==> src/fpa_mul.sv <==
// ============================================================================
// Fixed-point multiplier
// Three-stage magnitude multiply with rounding and saturation.
// ============================================================================
module fpa_mul #(
    parameter int unsigned WORD_BITS     = 32,
    parameter int unsigned FRACTION_BITS = 8
) (
    input  logic                        i_clk,
    input  logic [2:0]                  i_adv,
    input  logic signed [WORD_BITS-1:0] i_a,
    input  logic signed [WORD_BITS-1:0] i_b,
    output logic signed [WORD_BITS-1:0] o_value,
    output logic                        o_overflow
);
    localparam int unsigned HB = WORD_BITS / 2;
    localparam int unsigned LB = WORD_BITS - HB;
    localparam int unsigned PB = 2 * WORD_BITS;

    logic [WORD_BITS-1:0] ma, mb;
    logic [PB-1:0]        r_p0, r_p1, r_p2, r_p3;
    logic                 r_neg1, r_neg2;
    logic [PB:0]          n_sum;
    logic [PB:0]          r_sum;
    logic [PB:0]          shifted;
    logic [PB:0]          limit;
    logic [WORD_BITS-1:0] n_val;
    logic                 n_ovf;
    logic [WORD_BITS-1:0] r_val;
    logic                 r_ovf;

    assign ma = i_a[WORD_BITS-1] ? WORD_BITS'(-i_a) : WORD_BITS'(i_a);
    assign mb = i_b[WORD_BITS-1] ? WORD_BITS'(-i_b) : WORD_BITS'(i_b);

    // Stage 1: four half-width partial products.
    always_ff @(posedge i_clk) begin
        if (i_adv[0]) begin
            r_p0   <= PB'(ma[LB-1:0]) * PB'(mb[LB-1:0]);
            r_p1   <= PB'(ma[LB-1:0]) * PB'(mb[WORD_BITS-1:LB]);
            r_p2   <= PB'(ma[WORD_BITS-1:LB]) * PB'(mb[LB-1:0]);
            r_p3   <= PB'(ma[WORD_BITS-1:LB]) * PB'(mb[WORD_BITS-1:LB]);
            r_neg1 <= i_a[WORD_BITS-1] ^ i_b[WORD_BITS-1];
        end
    end

    // Stage 2: sum with the rounding half.
    always_comb begin
        n_sum = (PB+1)'(r_p0) + ((PB+1)'(r_p1) << LB) + ((PB+1)'(r_p2) << LB)
              + ((PB+1)'(r_p3) << (2 * LB));
        if (FRACTION_BITS > 0) begin
            n_sum = n_sum + ((PB+1)'(1) << (FRACTION_BITS - 1));
        end
    end

    always_ff @(posedge i_clk) begin
        if (i_adv[1]) begin
            r_sum  <= n_sum;
            r_neg2 <= r_neg1;
        end
    end

    // Stage 3: scale, saturate and restore the sign.
    always_comb begin
        shifted = r_sum >> FRACTION_BITS;
        limit   = (PB+1)'(1) << (WORD_BITS - 1);
        if (!r_neg2) begin
            limit = limit - (PB+1)'(1);
        end
        n_ovf = shifted > limit;
        n_val = n_ovf ? limit[WORD_BITS-1:0] : shifted[WORD_BITS-1:0];
        if (r_neg2) begin
            n_val = -n_val;
        end
    end

    always_ff @(posedge i_clk) begin
        if (i_adv[2]) begin
            r_val <= n_val;
            r_ovf <= n_ovf;
        end
    end

    assign o_value    = $signed(r_val);
    assign o_overflow = r_ovf;
endmodule

==> config.mk <==
export PLATFORM = sky130hd
export DESIGN_NAME = fpa_mul
export DESIGN_NICKNAME = d
export VERILOG_FILES = /design/src/fpa_mul.sv
export SDC_FILE = /design/constraint.sdc
export NUM_CORES = 2
export LEC_CHECK = 0
export ABC_CLOCK_PERIOD_IN_PS = 24500
export BUFFER_PORTS_ARGS = -buffer_cell sky130_fd_sc_hd__buf_2
export CORE_MARGIN = 1
export CORE_UTILIZATION = 58
export CTS_CLUSTER_DIAMETER = 150
export CTS_CLUSTER_SIZE = 20
export DETAILED_ROUTE_END_ITERATION = 10
export PLACE_DENSITY = 0.75
export SYNTH_ARGS = -nofsm -noshare
export SYNTH_HDL_FRONTEND = slang
export SYNTH_SLANG_ARGS = --single-unit
==> constraint.sdc <==
create_clock -name i_clk -period 24.5 [get_ports i_clk]
set_input_delay 2.45 -clock i_clk [delete_from_list [all_inputs] [get_ports i_clk]]
set_output_delay 2.45 -clock i_clk [all_outputs]
set_load 0.005 [all_outputs]
==> results.toml <==
[status]
status = "finished clean"

[final_layout]
final_core_util = 0.626
nFillCells = 6371
area_growth_pct = 6.33
nNetsFinal = 6325
drive_gt1_frac = 0.0626

[synthesis]
syn_nets = 6272
synthTopCellsByArea = "fa_1 (36%), edfxtp_1 (14%), ha_1 (13%)"
yosysMostFrequentCell = "inv_1"
ys_types = 76
synth-main-ff-cell = "edfxtp_1"
synthTopCellsByCount = "inv_1 (945), fa_1 (807), nand2_1 (663)"
synth_warnings = 0
synth_area_mm2 = 0.0449
synth-seq-area-share = 0.142
synthCells = 4915
ys_async_sr_fraction = 0
synth_area_per_cell_um2 = 9.13
synth-seq-cells = 213
synth_area_leader_cell = "fa_1"
synth_top_cell_area_share = 0.360
synth-edff-count = 213

[die]
die_area_mm2 = 0.0785
ioPinCount = 101
core_mm2 = 0.0762
die_x_um = 280
row_count = 101
start_util = 0.589
die_h_um = 280

[setup_path]
endpoint_kind = "flop"
reg2reg_setup_slack_ps = 18650
start_kind = "input pin"
cp_max_fo = 25
slowest_delay_ps = 840
crit_slowest_cell = "a2111oi_0"
crit_top_cell = "fa_1"
crit_arrival_ps = 12240
critical_path_class = "input pin to flop"
critPathRequiredTime_ps = 24760

[routing]
drcViolationCount = 0
final_antenna_net_count = 0
via_per_inst = 5.85
drt_first_pass_iters = 6
wirelength_mm = 127
routedWlPerCell_um = 21.1
vias = 35100
drt_first_iter_violations = 3166

[cts]
cts_hold_buf = 0
numClockSinks = 213
root_buffer = "clkbuf_16"
path_clk_slew_ps = 90
post_cts_buffers = 0
worst_skew_pair.late_latency_ps = 520
h-tree-depth = 1
cts_tree = "yes"
clockBufferDepth = 3
cts_buffers = 14
ctsResizeCount = 0

[timing]
slew-limit-headroom = 0.174
finalCritPeriodShare = 0.489
setup_violations = 0
finClkSkew_ps = 43.9
fmax_ghz = 0.0835
fin_setup_tns_ps = 0
grt_setup_unrepaired = "no"
hold_viol = 0
slew_violations = 0
tightest_slew_ps = 1230
layout_min_cycle_time_ps = 11980

[place]
numPortBuffers = 100
gp_congestion = 0.971
dpl.hpwl_mm = 101

[global_route]
grt_use_total = 0.331
grt_pass1_wl_mm = 197
overflow = 0
grt_max_degree = 73
antenna_found_initial = 12
first_global_vias = 35700

[job]
drv_cap = 0

[min_path]
min_path_type = "flop to flop"
[through the flow]
| stage | cells | hold WS [ps] | setup WS [ps] | area, um2 |
|---|---|---|---|---|
| after floorplan | 4915 | 400 | 13440 | 44900 |
| final | 6008 | 448 | 12520 | 47700 |
| after global routing | 5999 | 459 | 11990 | 47700 |
| after global placement | 5982 | 401 | 12380 | 47300 |
| after detailed placement | 5982 | 419 | 12110 | 47300 |
| after CTS | 5998 | 446 | 12640 | 47700 |
[final cells by class]
cell class              instances  area, um2  share of cell area
repair buffers                218       1390              0.0291
well taps                    1030       1290              0.0270
inverters                     945       3550              0.0743
flip-flops and latches        213       6400               0.134
diodes                         10       25.0            0.000524
multi-input cells            3576      34700               0.727
clock buffers                  15        375             0.00786
clock inverters                 1       8.76            0.000183
[routing by layer]
layer,wire [um],GRT usage,vias up
li1,-,-,15500
met4,8780,0.185,6
met2,56500,0.514,1838
met3,14200,0.0777,454
met1,47400,0.428,17400
met5,46,0,-
[placed cells by master, fill, tap and decap left out, types with 14 or more instances in the layout]
cell type | Yosys | final
nand4_1 | 22 | 22
o21ai_0 | 122 | 122
inv_1 | 945 | 945
buf_2 | 21 | 99
nand2_1 | 663 | 663
a211oi_1 | 22 | 22
nor2_1 | 572 | 572
edfxtp_1 | 213 | 213
a21oi_1 | 146 | 146
xor2_1 | 103 | 84
nand2b_1 | 20 | 20
xnor2_2 | 2 | 24
ha_1 | 482 | 482
xnor2_1 | 170 | 140
nor3_1 | 53 | 53
o31ai_1 | 18 | 18
fa_1 | 807 | 807
clkbuf_16 | 0 | 15
a31oi_1 | 18 | 18
nand3_1 | 34 | 34
o21a_1 | 27 | 27
or3_1 | 21 | 21
xor2_2 | 1 | 20
a21o_1 | 75 | 75
and3_1 | 19 | 19
buf_4 | 3 | 119
nor4_1 | 14 | 14
[sequential cells by signal, summed over array words and instances, names as in the netlist, 25 cells and up]
register	cells
r_p1	32
o_value	32
r_sum	57
r_p3	32
r_p2	32
r_p0	25
[cell families (layout without fill, tap and decap cells)]
kind of cell | Yosys count | after routing | share of synthesized area
flops | 213 | 213 | 0.142
buf+inv | 1126 | 1179 | 0.0953
fa+ha+maj | 1289 | 1289 | 0.494
mux | 5 | 5 | 0.00111
other cells | 0 | 10 | 0
xor+xnor | 276 | 276 | 0.0543
compound gates | 526 | 526 | 0.0753
simple gates | 1480 | 1480 | 0.137
[path summary, 6_finish.rpt]
kind | to | cells past startpoint | start
setup / recovery | r_p1[25] | 31 | i_b[0]
setup reg to reg | o_value[26] | 19 | r_neg2
hold reg to reg | r_neg2 | 0 | r_neg1
hold / removal | r_neg2 | 0 | r_neg1
[critical path, delay by kind of cell]
| family | cells | cell delay, ps |
|---|---|---|
| AND/OR/NAND/NOR | 10 | 2630 |
| AO/OA/AOI/OAI | 5 | 1890 |
| XOR/XNOR | 2 | 300 |
| adder cells (fa/ha/maj) | 8 | 3630 |
| buffers and inverters | 6 | 1320 |
Power is left out: the tool's default activity adds up to more than one toggle a clock period on the data nets, which glitch-free logic cannot reach.
